===== config.mk =====
export PLATFORM = sky130hd
export DESIGN_NAME = ema_mul
export DESIGN_NICKNAME = d
export VERILOG_FILES = /design/src/design/event_metric_aggregator_assert.svh /design/src/design/ema_pkg.sv /design/src/design/ema_mul.sv
export SDC_FILE = /design/constraint.sdc
export NUM_CORES = 2
export LEC_CHECK = 0
export CAP_MARGIN = 10
export CELL_PAD_IN_SITES_DETAIL_PLACEMENT = 0
export CELL_PAD_IN_SITES_GLOBAL_PLACEMENT = 1
export CORE_ASPECT_RATIO = 0.75
export CORE_MARGIN = 1
export CORE_UTILIZATION = 48
export CTS_CLUSTER_SIZE = 10
export DETAILED_ROUTE_END_ITERATION = 8
export DONT_BUFFER_PORTS = 1
export PLACE_DENSITY = 0.84
export SETUP_SLACK_MARGIN = 0.02
export SYNTH_ARGS = -nofsm -noshare
export SYNTH_HDL_FRONTEND = slang
export SYNTH_SLANG_ARGS = --single-unit

===== constraint.sdc =====
create_clock -name clk -period 8.7 [get_ports clk]
set_input_delay 1.305 -clock clk [delete_from_list [all_inputs] [get_ports clk]]
set_output_delay 1.305 -clock clk [all_outputs]
set_load 0.1 [all_outputs]

===== src/design/event_metric_aggregator_assert.svh =====
// Assertion macros shared by the aggregator RTL.
`ifndef EVENT_METRIC_AGGREGATOR_ASSERT_SVH
`define EVENT_METRIC_AGGREGATOR_ASSERT_SVH

// Same-cycle implication, sampled on clk, off during reset.
`define EMA_ASSERT_IMP(lbl, ante, cons, msg) \
  lbl: assert property (@(posedge clk) disable iff (!rst_n) (ante) |-> (cons)) \
    else $error(msg);

// Next-cycle implication, sampled on clk, off during reset.
`define EMA_ASSERT_NXT(lbl, ante, cons, msg) \
  lbl: assert property (@(posedge clk) disable iff (!rst_n) (ante) |=> (cons)) \
    else $error(msg);

`endif


===== src/design/ema_pkg.sv =====
// Shared constants and types for the event metric aggregator.
package ema_pkg;

  localparam int OP_W      = 4;
  localparam int AMT_W     = 32;
  localparam int EL_W      = 40;
  localparam int RATE_W    = 40;
  localparam int CORE_W    = 11;
  localparam int PCT_W     = 7;
  localparam int CFG_IDX_W = 2;

  localparam int ACC_DEPTH = 8;
  localparam int ACC_AW    = 3;
  localparam int ACC_W     = 64;

  // Multiplier: A is up to a 65-bit paired sum, B up to a 40-bit rate.
  localparam int MUL_AW      = 65;
  localparam int MUL_BW      = 40;
  localparam int MUL_DIGIT_W = 8;
  localparam int MUL_STEPS   = MUL_BW / MUL_DIGIT_W;
  localparam int MUL_CW      = 3;
  localparam int PROD_W      = 96;

  // Percent unit: t = 200*n + d and the shifted divisor.
  localparam int DIV_W     = 104;
  localparam int PCT_STEPS = 7;
  localparam int PCT_CW    = 3;

  localparam logic [PCT_W-1:0]  PCT_MAX           = PCT_W'(100);
  localparam logic [RATE_W-1:0] DEFAULT_LINK_RATE = RATE_W'(125000000);
  localparam logic [CORE_W-1:0] CORE_RESET        = CORE_W'(1);
  localparam logic [MUL_BW-1:0] NS_PER_SEC        = MUL_BW'(1000000000);

  // Opcodes
  localparam logic [OP_W-1:0] OP_TX_BYTES   = 4'd0;
  localparam logic [OP_W-1:0] OP_RX_BYTES   = 4'd1;
  localparam logic [OP_W-1:0] OP_TX_LAT     = 4'd2;
  localparam logic [OP_W-1:0] OP_RX_LAT     = 4'd3;
  localparam logic [OP_W-1:0] OP_BLOCK_DONE = 4'd4;
  localparam logic [OP_W-1:0] OP_SCHED      = 4'd5;
  localparam logic [OP_W-1:0] OP_LLC_REFS   = 4'd6;
  localparam logic [OP_W-1:0] OP_LLC_MISS   = 4'd7;
  localparam logic [OP_W-1:0] OP_TICK       = 4'd8;

  // Register indexes
  localparam logic [CFG_IDX_W-1:0] CFG_LINK_RATE  = 2'd0;
  localparam logic [CFG_IDX_W-1:0] CFG_CORE_COUNT = 2'd1;

  // Sequencer request into the accumulator store: read and zero one entry.
  typedef struct packed {
    logic              sweep;
    logic [ACC_AW-1:0] addr;
  } acc_req_t;

endpackage


===== src/design/ema_mul.sv =====
// Digit-serial multiplier: 8 bits of B per cycle.
module ema_mul import ema_pkg::*; (
  input  logic              clk,
  input  logic              rst_n,
  input  logic              start,
  input  logic [MUL_AW-1:0] op_a,
  input  logic [MUL_BW-1:0] op_b,
  output logic              done,
  output logic [PROD_W-1:0] prod
);

  logic [PROD_W-1:0] a_sh_r;
  logic [MUL_BW-1:0] b_sh_r;
  logic [PROD_W-1:0] acc_r;
  logic [MUL_CW-1:0] cnt_r;
  logic              busy_r;
  logic              done_r;
  logic [PROD_W-1:0] part;

  assign part = a_sh_r * PROD_W'(b_sh_r[MUL_DIGIT_W-1:0]);
  assign done = done_r;
  assign prod = acc_r;

  always_ff @(posedge clk) begin
    if (start) begin
      a_sh_r <= PROD_W'(op_a);
      b_sh_r <= op_b;
      acc_r  <= '0;
    end else if (busy_r) begin
      acc_r  <= acc_r + part;
      a_sh_r <= a_sh_r << MUL_DIGIT_W;
      b_sh_r <= b_sh_r >> MUL_DIGIT_W;
    end
  end

  always_ff @(posedge clk) begin
    if (!rst_n) begin
      busy_r <= 1'b0;
      done_r <= 1'b0;
      cnt_r  <= '0;
    end else begin
      done_r <= 1'b0;
      if (start) begin
        busy_r <= 1'b1;
        cnt_r  <= '0;
      end else if (busy_r) begin
        cnt_r <= cnt_r + 1'b1;
        if (cnt_r == MUL_CW'(MUL_STEPS - 1)) begin
          busy_r <= 1'b0;
          done_r <= 1'b1;
        end
      end
    end
  end

endmodule


==> reports/results.tsv <==
stage	metric	value	unit
clock_network	cts.hold.buffers_added	0	
yosys	synth-edff-count	105	
timing	fmax	141	MHz
floorplanning	rows	84	
run	drv_cap	0	
yosys	synth-async-reset-ratio	0	%
min_path	hold_start	a_sh_r[95]	
global_route	antenna_found_initial	8	
worst_setup_path	critPathCaptureType	flip-flop	
timing	setup_tns	0	ps
floorplanning	fp.dieW	311	um
timing	tightest_slew	1150	ps
worst_setup_path	critical-path-max-stage-delay	1030	ps
clock_network	postCtsSetupBuffers	0	
timing	relSlewSlack	22.9	%
worst_setup_path	start_kind	flip-flop	
detailed_routing	vias_per_cell	5.39	
detailed_routing	num_vias	24700	
cells_and_area	n_fill_cell	6552	
worst_setup_path	cp_top_family	adder cells	
clock_network	numCtsBuffers	31	
yosys	yosys.area_share.xor_xnor	2.48	%
timing	hold_violations	0	
yosys	synth_top_area_share	37.0	%
clock_network	insertion_delay	640	ps
worst_setup_path	required	9270	ps
cells_and_area	syn_to_final_growth	5.88	%
yosys	synth-seq-area-share	16.9	%
global_route	grt_pass1_wl	148	mm
worst_setup_path	r2r_slack	1630	ps
detailed_routing	drt_iter0_markers	1833	
min_path	worstHoldPathType	reg -> reg	
clock_network	clk_path_buf_depth	3	
floorplanning	die_h	233	um
clock_network	htree_num_levels	1	
worst_setup_path	arrival	7640	ps
detailed_routing	drc	0	
clock_network	cts.sinks	237	
clock_network	cts-resized-gates	0	
cells_and_area	fin_nets	4462	
yosys	synth_fa_ha_area_share	40.9	%
floorplanning	core-area	70400	sq um
timing	skew	30.2	ps
cells_and_area	fin_area	36300	sq um
global_route	grt.total_usage	26.1	%
yosys	yosysUniqueCellTypes	65	
yosys	syn_area	34300	sq um
yosys	syn_avg_cell_area	9.26	sq um
yosys	synth_seq_cells	237	
yosys	yosys-top-cells-count	754 x inv_1, 634 x fa_1, 535 x and2_1	
detailed_routing	firstDrtPassIters	5	
floorplanning	io_pins	205	
run_status	status	complete, no violations	
worst_setup_path	crit_buf_inv	3	
place	placedInstanceArea	35300	sq um
yosys	syn-num-nets	4551	
worst_setup_path	critPathSlowestCell	edfxtp_1	
floorplanning	initial_core_util	48.7	%
yosys	postSynthCellCount	3702	
worst_setup_path	cp_max_fo	32	
place	gp_congestion	0.930	
clock_network	clkSlewWorstSetupHoldPaths	60	ps
detailed_routing	wl_per_cell	19.9	um
detailed_routing	wl	91.4	mm
detailed_routing	antenna_left	0	
place	post-place-ws	1750	ps
yosys	yosys.area_share.simple	17.4	%
worst_setup_path	startpoint	b_sh_r[5]	
yosys	synth_top_cell_by_area	fa_1	
worst_setup_path	cp_common_cell	fa_1	
place	io_buffers	0	
yosys	synth_top_family_by_area	adder cells	
timing	fin_crit_sh	81.2	%
yosys	synth_most_common_cell	inv_1	
floorplanning	die-area	72500	sq um
worst_setup_path	cp_cell_sequence	buf_4, and2_1, fa_1, fa_1, fa_1, inv_1, fa_1, inv_1, ha_1, nand4_1, or3_1, nor4_1, nand4_1, a21oi_1, o21ai_1, o21ai_1, a31oi_1, or4b_1, nand3_1	
place	hpwl	70.1	mm
yosys	synth.area.mux_share	5.26	%
yosys	synth-compound-area-share	6.81	%
timing	drv_slew	0	
yosys	synth_flop_cell	dfxtp_1	
yosys	synth_area_leaders	fa_1 37%, and2_1 9.8%, edfxtp_1 9.2%	
worst_setup_path	r2r-start	b_sh_r[5]	
timing	rsz0062_at_grt	false	
clock_network	tritoncts	yes	
yosys	yosysWarnings	0	
global_route	grt_start_max_net_pins	197	
timing	finalSetupViolations	0	
clock_network	cts-root-buf	clkbuf_16	
timing	period_needed	7070	ps
timing	fin_ws	1630	ps
global_route	grt-ovfl-total	0	
global_route	first_global_vias	25900	
worst_setup_path	critPathKind	reg -> reg	
cells_and_area	drive_gt1_share	5.28	%
## registers in the layout (all words and copies together) (netlist names)
signal / cells
b_sh_r: 40
a_sh_r: 96
cnt_r: 3
prod: 96
busy_r: 1
done: 1
## tightest hold or removal path, stage by stage (launching register included)
cell	delay, ps
dfxtp_1	330
mux2i_1	70
nor2_1	70
## layer usage
metal | track usage, % | vias up | routed length, um
met5 | 1.34 | - | 193
met4 | 5.89 | 10 | 2260
met3 | 5.66 | 109 | 7530
met2 | 39.6 | 898 | 38900
met1 | 38.0 | 12600 | 42500
li1 | - | 11200 | -
## path summary, 6_finish.rpt
check	endpoint	depth (start not counted)
min reg2reg	a_sh_r[95]	2
max	prod[92]	19
min	a_sh_r[95]	2
max reg2reg	prod[92]	19
## kinds of logic (layout without fill, tap and decap cells)
logic type / count (synthesis) / count (layout)
and+or+nand+nor: 1151 / 1151
buffers and inverters: 930 / 865
adders and majority gates: 741 / 741
AOI/OAI and AO/OA: 377 / 377
DFF: 237 / 237
muxes: 169 / 169
xor gates and xnor gates: 97 / 97
other: 0 / 4
## cell usage in the layout, fill, tap and decap left out, types with 38 or more instances in the layout
cell      instances
a21o_1           38
a21oi_1         125
and2_1          535
buf_4            48
dfxtp_1         131
edfxtp_1        105
fa_1            634
ha_1            107
inv_1           754
mux2_2           89
mux2i_1          80
nand2_1         329
nor2_1          156
o21ai_0          64
xnor2_1          61
## final cells by class
type	instances	area (sq um)	share of cell area, %
diodes	4	10.0	0.0276
clock buffers	51	913	2.52
repair buffers	53	460	1.27
clock inverters	6	104	0.286
inverters	755	2840	7.82
multi-input cells	2535	25000	68.8
flip-flops and latches	237	5800	16.0
well taps	946	1180	3.26
## stage by stage
step	hold WS [ps]	instances	util [%]
final	505	4587	51.5
after floorplan	447	3702	-
after global placement	482	4526	50.1
after global routing	537	4584	51.5
after CTS	506	4583	51.5
after detailed placement	491	4526	50.1
Power is not shown: default switching activity piles up to over one toggle a cycle in this logic, so the estimate is an artifact.
