$ cat config.mk
export PLATFORM = sky130hd
export DESIGN_NAME = ema_accum
export DESIGN_NICKNAME = d
export VERILOG_FILES = /design/src/design/event_metric_aggregator_assert.svh /design/src/design/ema_pkg.sv /design/src/design/ema_accum.sv
export SDC_FILE = /design/constraint.sdc
export NUM_CORES = 1
export LEC_CHECK = 0
export BUFFER_PORTS_ARGS = -buffer_cell sky130_fd_sc_hd__buf_2
export CELL_PAD_IN_SITES_DETAIL_PLACEMENT = 1
export CELL_PAD_IN_SITES_GLOBAL_PLACEMENT = 1
export CORE_MARGIN = 10
export CORE_UTILIZATION = 53
export CTS_CLUSTER_DIAMETER = 80
export DETAILED_ROUTE_END_ITERATION = 8
export HOLD_SLACK_MARGIN = 0.15
export PLACE_DENSITY = 0.75
export SYNTH_ARGS = -nofsm -noshare
export SYNTH_HDL_FRONTEND = slang
export SYNTH_SLANG_ARGS = --single-unit
$ cat constraint.sdc
create_clock -name clk -period 6.13 [get_ports clk]
set_input_delay 1.226 -clock clk [delete_from_list [all_inputs] [get_ports clk]]
set_output_delay 1.226 -clock clk [all_outputs]
set_load 0.05 [all_outputs]
$ cat src/design/event_metric_aggregator_assert.svh
// Assertion macros shared by the aggregator RTL.
`ifndef EVENT_METRIC_AGGREGATOR_ASSERT_SVH
`define EVENT_METRIC_AGGREGATOR_ASSERT_SVH

// Same-cycle implication, sampled on clk, off during reset.
`define EMA_ASSERT_IMP(lbl, ante, cons, msg) \
  lbl: assert property (@(posedge clk) disable iff (!rst_n) (ante) |-> (cons)) \
    else $error(msg);

// Next-cycle implication, sampled on clk, off during reset.
`define EMA_ASSERT_NXT(lbl, ante, cons, msg) \
  lbl: assert property (@(posedge clk) disable iff (!rst_n) (ante) |=> (cons)) \
    else $error(msg);

`endif

$ cat src/design/ema_pkg.sv
// Shared constants and types for the event metric aggregator.
package ema_pkg;

  localparam int OP_W      = 4;
  localparam int AMT_W     = 32;
  localparam int EL_W      = 40;
  localparam int RATE_W    = 40;
  localparam int CORE_W    = 11;
  localparam int PCT_W     = 7;
  localparam int CFG_IDX_W = 2;

  localparam int ACC_DEPTH = 8;
  localparam int ACC_AW    = 3;
  localparam int ACC_W     = 64;

  // Multiplier: A is up to a 65-bit paired sum, B up to a 40-bit rate.
  localparam int MUL_AW      = 65;
  localparam int MUL_BW      = 40;
  localparam int MUL_DIGIT_W = 8;
  localparam int MUL_STEPS   = MUL_BW / MUL_DIGIT_W;
  localparam int MUL_CW      = 3;
  localparam int PROD_W      = 96;

  // Percent unit: t = 200*n + d and the shifted divisor.
  localparam int DIV_W     = 104;
  localparam int PCT_STEPS = 7;
  localparam int PCT_CW    = 3;

  localparam logic [PCT_W-1:0]  PCT_MAX           = PCT_W'(100);
  localparam logic [RATE_W-1:0] DEFAULT_LINK_RATE = RATE_W'(125000000);
  localparam logic [CORE_W-1:0] CORE_RESET        = CORE_W'(1);
  localparam logic [MUL_BW-1:0] NS_PER_SEC        = MUL_BW'(1000000000);

  // Opcodes
  localparam logic [OP_W-1:0] OP_TX_BYTES   = 4'd0;
  localparam logic [OP_W-1:0] OP_RX_BYTES   = 4'd1;
  localparam logic [OP_W-1:0] OP_TX_LAT     = 4'd2;
  localparam logic [OP_W-1:0] OP_RX_LAT     = 4'd3;
  localparam logic [OP_W-1:0] OP_BLOCK_DONE = 4'd4;
  localparam logic [OP_W-1:0] OP_SCHED      = 4'd5;
  localparam logic [OP_W-1:0] OP_LLC_REFS   = 4'd6;
  localparam logic [OP_W-1:0] OP_LLC_MISS   = 4'd7;
  localparam logic [OP_W-1:0] OP_TICK       = 4'd8;

  // Register indexes
  localparam logic [CFG_IDX_W-1:0] CFG_LINK_RATE  = 2'd0;
  localparam logic [CFG_IDX_W-1:0] CFG_CORE_COUNT = 2'd1;

  // Sequencer request into the accumulator store: read and zero one entry.
  typedef struct packed {
    logic              sweep;
    logic [ACC_AW-1:0] addr;
  } acc_req_t;

endpackage

$ cat src/design/ema_accum.sv
// Accumulator store: 8x64 memory with event read-modify-write and sweep reads.
module ema_accum import ema_pkg::*; (
  input  logic              clk,
  input  logic              rst_n,
  input  logic              ev_valid,
  input  logic [ACC_AW-1:0] ev_addr,
  input  logic [AMT_W-1:0]  ev_amount,
  input  acc_req_t          seq_req,
  output logic [ACC_W-1:0]  rd_data
);

  logic [ACC_W-1:0]     mem [ACC_DEPTH];
  logic [ACC_DEPTH-1:0] vld_r;
  logic [ACC_W-1:0]     rd_data_r;
  logic                 rd_vld_r;

  logic                 s1_v_r;
  logic [ACC_AW-1:0]    s1_addr_r;
  logic [AMT_W-1:0]     s1_amt_r;

  logic                 fwd_v_r;
  logic [ACC_AW-1:0]    fwd_addr_r;
  logic [ACC_W-1:0]     fwd_data_r;

  logic [ACC_AW-1:0]    rd_addr;
  logic                 rd_en;
  logic [ACC_W-1:0]     base;
  logic [ACC_W-1:0]     sum;

  assign rd_addr = ev_valid ? ev_addr : seq_req.addr;
  assign rd_en   = ev_valid | seq_req.sweep;
  assign rd_data = rd_vld_r ? rd_data_r : '0;

  // previous write has not reached the read port yet
  assign base = (fwd_v_r && (fwd_addr_r == s1_addr_r)) ? fwd_data_r : rd_data;
  assign sum  = base + ACC_W'(s1_amt_r);

  always_ff @(posedge clk) begin
    if (s1_v_r) begin
      mem[s1_addr_r] <= sum;
    end else if (seq_req.sweep) begin
      mem[seq_req.addr] <= '0;
    end
    if (rd_en) begin
      rd_data_r <= mem[rd_addr];
    end
    s1_addr_r  <= ev_addr;
    s1_amt_r   <= ev_amount;
    fwd_addr_r <= s1_addr_r;
    fwd_data_r <= sum;
  end

  always_ff @(posedge clk) begin
    if (!rst_n) begin
      vld_r    <= '0;
      rd_vld_r <= 1'b0;
      s1_v_r   <= 1'b0;
      fwd_v_r  <= 1'b0;
    end else begin
      if (rd_en) begin
        rd_vld_r <= vld_r[rd_addr];
      end
      if (s1_v_r) begin
        vld_r[s1_addr_r] <= 1'b1;
      end else if (seq_req.sweep) begin
        vld_r[seq_req.addr] <= 1'b0;
      end
      s1_v_r <= ev_valid;
      // bypass only holds the write of the cycle just before
      fwd_v_r <= s1_v_r;
    end
  end

endmodule

==> summary.md, run 1 <==
| Metric | Value |
|---|---|
| Outcome | finished clean |
| Die area | 64000 um2 |
| WS Path Type | register to register |
| EDFF count, synth | 576 |
| Clock skew | 25.6 ps |
| Area contributors post-synth | edfxtp_1 (60%), mux4_2 (10%), dfxtp_1 (7.9%) |
| Synth Instances | 1755 |
| Vias | 16300 |
| Post-Syn Nets | 1830 |
| Setup crit start kind | register |
| P&R area growth vs syn | 13.3% |
| Commonest cells after routing, fill and taps aside | edfxtp_1 (576), mux4_2 (130), and2_1 (116) |
| Worst Tran Pin Value | 1110 ps |
| Post-DR wirelength/cell | 27.7 um |
| Skew-Pair Late Insertion Delay | 610 ps |
| Crit path capture type | register |
| Leak Pwr | 0.0114 uW |
| Post-cts resize count | 0 |
| Die Y | 253 um |
| TritonCTS clock tree | yes |
| Power per cell area | 329 nW/um2 |
| Vias/cell | 6.21 |
| Yosys cell types | 68 |
| Post-CTS Setup Inserts | 0 |
| CP max stage delay | 620 ps |
| GRT Total Usage | 23.0% |
| Tcrit/Tclk final | 90.7% |
| Setup violators final | 0 |
| Top Ports | 106 |
| CP most frequent cell | xnor2_1 |
| FILL cells | 4812 |
| Worst VDD drop | 0.298 mV |
| Clock-pin slew of the registers on the worst-case setup and hold paths | 60 ps |
| First-pass DRT Iterations | 5 |
| Num rows | 85 |
| Synth area leader | edfxtp_1 |
| # DRC | 0 |
| Maximum clock rate | 180 MHz |
| Crit-path max FO | 33 |
| Port buffer count | 105 |
| Max-slew violations | 0 |
| Die W | 253 um |
| Clock root buffer | clkbuf_16 |
| RSZ-0062 raised after global routing | false |
| Largest net degree at the start of global routing | 131 |
| Starting Density | 53.5% |
| Area of the core | 53800 um2 |
| Yosys warnings | 0 |
| Cell Chain, Critical Path | xnor2_1 -> nand4_4 -> mux2_2 -> ha_1 -> inv_1 -> fa_1 -> nor2b_1 -> o2111ai_1 -> a21oi_1 -> nor3_1 -> buf_4 -> o31a_1 -> a2111oi_4 -> xnor2_1 -> o22ai_1 |
| CP arrival | 5900 ps |
| Commonest non-fill, non-tap cell in the layout | edfxtp_1 |
| Worst slew margin | 25.7% |
| Hold Violations, Final | 0 |
| Sink Count | 689 |
| Final WL | 73000 um |
| Hold Path Class | register to register |
| Crit path max-delay cell type | nand4_4 |
| Register area share after synthesis | 68.0% |
| Ys async rst share | 0% |
| Post-CTS Hold Buffers | 0 |
| Vias in the first global route | 17600 |
| Overflow after GRT | 0 |
| Number of inserted diodes | 0 |
| Required time of the critical path | 6470 ps |
| GPL Wtd Cong | 0.849 |
| Final Critical Period | 5560 ps |
| Initial antenna violation count | 0 |
| Top-area cell type share of the netlist area | 60.1% |
| First-pass GRT wire length | 110000 um |
| Ys flop type | edfxtp_1 |
| Max-capacitance violation count | 0 |
| Post-DP HPWL | 43300 um |
| DRT iter0 DRCs | 1390 |
| Hold Slack | 436 ps |
| Final ANT Viol Nets | 0 |
| Mapped Area | 28800 um2 |
| TritonCTS Buffers | 72 |
| H-Tree Depth | 3 |
| Share of cells above drive strength 1 | 25.2% |
| Nets | 1950 |
| Yosys reg bits | 689 |
| Setup TNS | 0 ps |
| CTS Buffer Depth | 3 |
| Mean area per synthesized cell | 16.4 um2 |
[through the flow]
step | worst slack (ps) | instances | utilization [%] | instance area [um2] | total power [uW]
after floorplan | 980 | 1755 | - | 28800 | 6160
after global placement | 873 | 2497 | 56.2 | 30200 | 6430
after detailed placement | 560 | 2497 | 56.2 | 30200 | 6480
after CTS | 539 | 2631 | 60.6 | 32600 | 10800
after global routing | 36.6 | 2631 | 60.6 | 32600 | 11100
final | 573 | 2631 | 60.6 | 32600 | 10700
[area by class of cell]
class	count	area, um2	area share [%]
Clock buffer	103	2060	6.33
Timing Repair Buffer	131	833	2.56
Clock inverter	31	284	0.871
Inverter	33	124	0.380
Multi-Input combinational cell	948	8860	27.2
Sequential cell	689	19600	60.0
Tap cell	696	871	2.67
[metal layers]
layer	vias up	GRT usage, %	wire [um]
li1	7145	-	-
met1	8654	30.8	31200
met2	462	38.7	36600
met3	85	3.44	3890
met4	0	6.33	1350
met5	-	0	0
[logic make-up (layout without fill, tap and decap cells)]
| group | count (synthesis) | count (layout) | synth area share (%) |
|---|---|---|---|
| buffers and inverters | 118 | 298 | 1.66 |
| adder cells (fa/ha/maj) | 33 | 33 | 1.46 |
| AND/OR/NAND/NOR | 393 | 393 | 7.32 |
| XOR/XNOR | 58 | 58 | 1.76 |
| AO/OA/AOI/OAI | 201 | 201 | 4.55 |
| flip-flops | 689 | 689 | 68.0 |
| multiplexers | 263 | 263 | 15.3 |
[report_power, final]
group	total [uW]	switching, uW	internal, uW	leakage [uW]
logic	918	573	345	0.00393
registers	5460	97.5	5370	0.00636
clock network	4340	1780	2560	0.00115
total	10700	2450	8270	0.0114
[flip-flops by register name, summed over array words and instances, names as in the netlist]
register	cells
vld_r	8
rd_data_r	64
fwd_addr_r	3
fwd_v_r	1
fwd_data_r	64
s1_addr_r	3
s1_v_r	1
mem	512
s1_amt_r	32
rd_vld_r	1
[path summary, 6_finish.rpt]
check                             startpoint             to  slack, ps  cells past startpoint
worst max-delay path            s1_addr_r[2]     mem[7][40]        570                     15
worst min register to register  s1_addr_r[0]  fwd_addr_r[0]        440                      0
worst max register to register  s1_addr_r[2]     mem[7][40]        570                     15
worst min-delay path            s1_addr_r[0]  fwd_addr_r[0]        440                      0
[worst max-delay path, delay by kind of cell, from the launching register on]
family	cells	cell delay, ps
AO/OA/AOI/OAI	5	2150
XOR/XNOR	2	370
adder cells (fa/ha/maj)	2	620
buffers and inverters	2	260
flip-flops	1	520
multiplexers	1	440
AND/OR/NAND/NOR	3	910
[synthesized netlist by cell type (all sizes together), types with 8 or more instances]
library cell / instances
a211oi: 17
a21oi: 73
and2: 116
and3: 15
buf: 44
clkbuf: 41
dfxtp: 113
edfxtp: 576
ha: 32
inv: 32
mux2: 103
mux2i: 30
mux4: 130
nand2: 70
nand3: 55
nand4: 19
nor2: 54
nor3: 23
nor4: 9
o21ai: 36
o21bai: 8
xnor2: 46
xor2: 12
(Power assumes the default switching activity.)
==> run 2, diff against run 1 <==
--- a/config.mk
+++ b/config.mk
@@ -5,7 +5,7 @@
 export SDC_FILE = /design/constraint.sdc
 export NUM_CORES = 1
 export LEC_CHECK = 0
-export BUFFER_PORTS_ARGS = -buffer_cell sky130_fd_sc_hd__buf_2
+export BUFFER_PORTS_ARGS = -buffer_cell sky130_fd_sc_hd__buf_4
 export CELL_PAD_IN_SITES_DETAIL_PLACEMENT = 1
 export CELL_PAD_IN_SITES_GLOBAL_PLACEMENT = 1
 export CORE_MARGIN = 10
@@ -13,6 +13,7 @@
 export CTS_CLUSTER_DIAMETER = 80
 export DETAILED_ROUTE_END_ITERATION = 8
 export HOLD_SLACK_MARGIN = 0.15
+export MAX_ROUTING_LAYER = met4
 export PLACE_DENSITY = 0.75
 export SYNTH_ARGS = -nofsm -noshare
 export SYNTH_HDL_FRONTEND = slang
==> summary.md, run 2 (synthesis results as in run 1) <==
| Metric | Value |
|---|---|
| Num rows | 85 (unchanged) |
| Sink Count | 689 (unchanged) |
| Vias/cell | 6.25 (+0.59%) |
| Top Ports | 106 (unchanged) |
| Number of inserted diodes | 0 (unchanged) |
| First-pass DRT Iterations | 5 (unchanged) |
| GRT Total Usage | 23.8% (+0.84 points) |
| Port buffer count | 105 (unchanged) |
| Leak Pwr | 0.0115 uW (+0.22%) |
| GPL Wtd Cong | 0.909 (+7.0%) |
| Post-CTS Setup Inserts | 0 (unchanged) |
| RSZ-0062 raised after global routing | false |
| Hold Path Cell Cnt | 0 (unchanged) |
| Area of the core | 53800 um2 (unchanged) |
| Skew-Pair Late Insertion Delay | 610 ps (about the same) |
| Vias in the first global route | 17900 (+1.9%) |
| Max-slew violations | 0 (unchanged) |
| # DRC | 0 (unchanged) |
| Clock skew | 17.2 ps (-8.44 ps) |
| Final WL | 73400 um (+0.55%) |
| Commonest cells after routing, fill and taps aside | edfxtp_1 (576), mux4_2 (130), buf_4 (119) |
| TritonCTS clock tree | yes |
| Final core occ | 61.0% (+0.42 points) |
| Starting Density | 53.5% (unchanged) |
| Nets | 1948 (-0.10%) |
| Die W | 253 um (unchanged) |
| Power per cell area | 325 nW/um2 (-1.3%) |
| Die area | 64000 um2 (unchanged) |
| Outcome | finished clean |
| Post-cts resize count | 0 (unchanged) |
| Crit path max-delay cell type | o31a_1 |
| Post-DR wirelength/cell | 27.9 um (+0.74%) |
| Initial antenna violation count | 0 (unchanged) |
| Required time of the critical path | 6450 ps (-20 ps) |
| DRT iter0 DRCs | 1365 (-1.8%) |
| CP max stage delay | 640 ps (+20 ps) |
| Hold Path Class | register to register |
| Clock-pin slew of the registers on the worst-case setup and hold paths | 60 ps (about the same) |
| Max-capacitance violation count | 0 (unchanged) |
| Hold Violations, Final | 0 (unchanged) |
| Worst Tran Pin Value | 1180 ps (+66.3 ps) |
| First-pass GRT wire length | 112000 um (+1.2%) |
| H-Tree Depth | 3 (unchanged) |
| Worst VDD drop | 0.463 mV (+55%) |
| Commonest non-fill, non-tap cell in the layout | edfxtp_1 |
| Final Critical Period | 5640 ps (+85.5 ps) |
| Setup violators final | 0 (unchanged) |
| TritonCTS Buffers | 71 (-1.4%) |
| Setup TNS | 0 ps (unchanged) |
| Die Y | 253 um (unchanged) |
| Worst r2r path cells | 15 (unchanged) |
| CP arrival | 5970 ps (+70 ps) |
| Maximum clock rate | 177 MHz (-1.5%) |
| Cell Chain, Critical Path | xnor2_1 -> nand4_4 -> mux2_2 -> ha_1 -> inv_1 -> fa_1 -> nor2b_1 -> o2111ai_1 -> a21oi_1 -> nor3_1 -> buf_4 -> o31a_1 -> a2111oi_4 -> xnor2_1 -> o22ai_1 |
| Number of flip-flops in the largest register | 512 (unchanged) |
| Post-place setup slack | 576 ps (+15.8 ps) |
| CTS Buffer Depth | 3 (unchanged) |
| Setup WS post-layout | 488 ps (-85.5 ps) |
| Tcrit/Tclk final | 92.0% (+1.4 points) |
| Worst slew margin | 21.3% (-4.4 points) |
| CP most frequent cell | xnor2_1 |
| Share of cells above drive strength 1 | 25.4% (+0.27 points) |
| Post-DP HPWL | 44700 um (+3.3%) |
| Clock root buffer | clkbuf_16 |
| FILL cells | 4795 (-0.35%) |
| Crit path capture type | register |
| Vias | 16400 (+0.40%) |
| Overflow after GRT | 0 (unchanged) |
| Crit-path max FO | 27 (-18%) |
| Largest net degree at the start of global routing | 131 (unchanged) |
| Setup crit start kind | register |
| Final ANT Viol Nets | 0 (unchanged) |
| Biggest regs | mem (512), fwd_data_r (64), rd_data_r (64) |
| P&R area growth vs syn | 14.0% |
| WS Path Type | register to register |
| Largest Register | mem |
| Post-CTS Hold Buffers | 0 (unchanged) |
-- run 2: changes by cell type in the layout (fill, tap and decap cells not counted) --
cell and delta:
clkbuf_16 -2, clkinv_1 -11, buf_4 +102, clkinv_2 +5, buf_12 +2, buf_2 -105
inv_8 -1, bufinv_16 -2, clkinvlp_4 -1, clkbuf_1 +2, clkbuf_8 +5, clkinv_8 +1
-- run 2: final timing paths --
kind,startpoint,to,slack (ps)
setup / recovery,s1_addr_r[2],mem[0][40],490
hold / removal,s1_addr_r[0],fwd_addr_r[0],430
setup reg to reg,s1_addr_r[2],mem[0][40],490
hold reg to reg,s1_addr_r[0],fwd_addr_r[0],430
-- run 2: worst max-delay path: cells and delay by family, from the launching register on --
family,cells,cell delay (ps)
AOI/OAI and AO/OA,5,2250
xor gates and xnor gates,2,390
adders and majority gates,2,610
buffers and inverters,2,260
DFF,1,530
muxes,1,430
and+or+nand+nor,3,870
-- run 2: where the power goes --
| group | switching (uW) | internal, uW |
|---|---|---|
| Sequential | 97.4 | 5370 |
| Clock | 1760 | 2490 |
| Combinational | 577 | 363 |
-- run 2: layout make-up --
type	instances	area [um2]	area share [%]
inverter	33	124	0.377
tap	696	871	2.65
timing repair buffer	130	1110	3.39
clock buffer	108	2090	6.37
clock inverter	22	205	0.625
multi-input combinational	948	8860	27.0
sequential	689	19600	59.6
-- run 2: layer usage --
metal	part of all wire [%]	GRT usage (%)	vias up
met5	0	-	-
met3	5.1	3.37	110
met2	50	38.7	511
li1	-	-	7136
met1	43	31.2	8655
met4	1.9	6.59	0
-- run 2: stage by stage --
| step | power (uW) | cells | instance area, um2 | hold slack (ps) |
|---|---|---|---|---|
| finish | 10700 | 2626 | 32800 | 428 |
| floorplan | 6160 | 1755 | 28800 | 326 |
| global route | 11000 | 2626 | 32800 | 449 |
| CTS | 10700 | 2626 | 32800 | 433 |
| global placement | 6450 | 2496 | 30500 | 403 |
| detailed placement | 6500 | 2496 | 30500 | 420 |
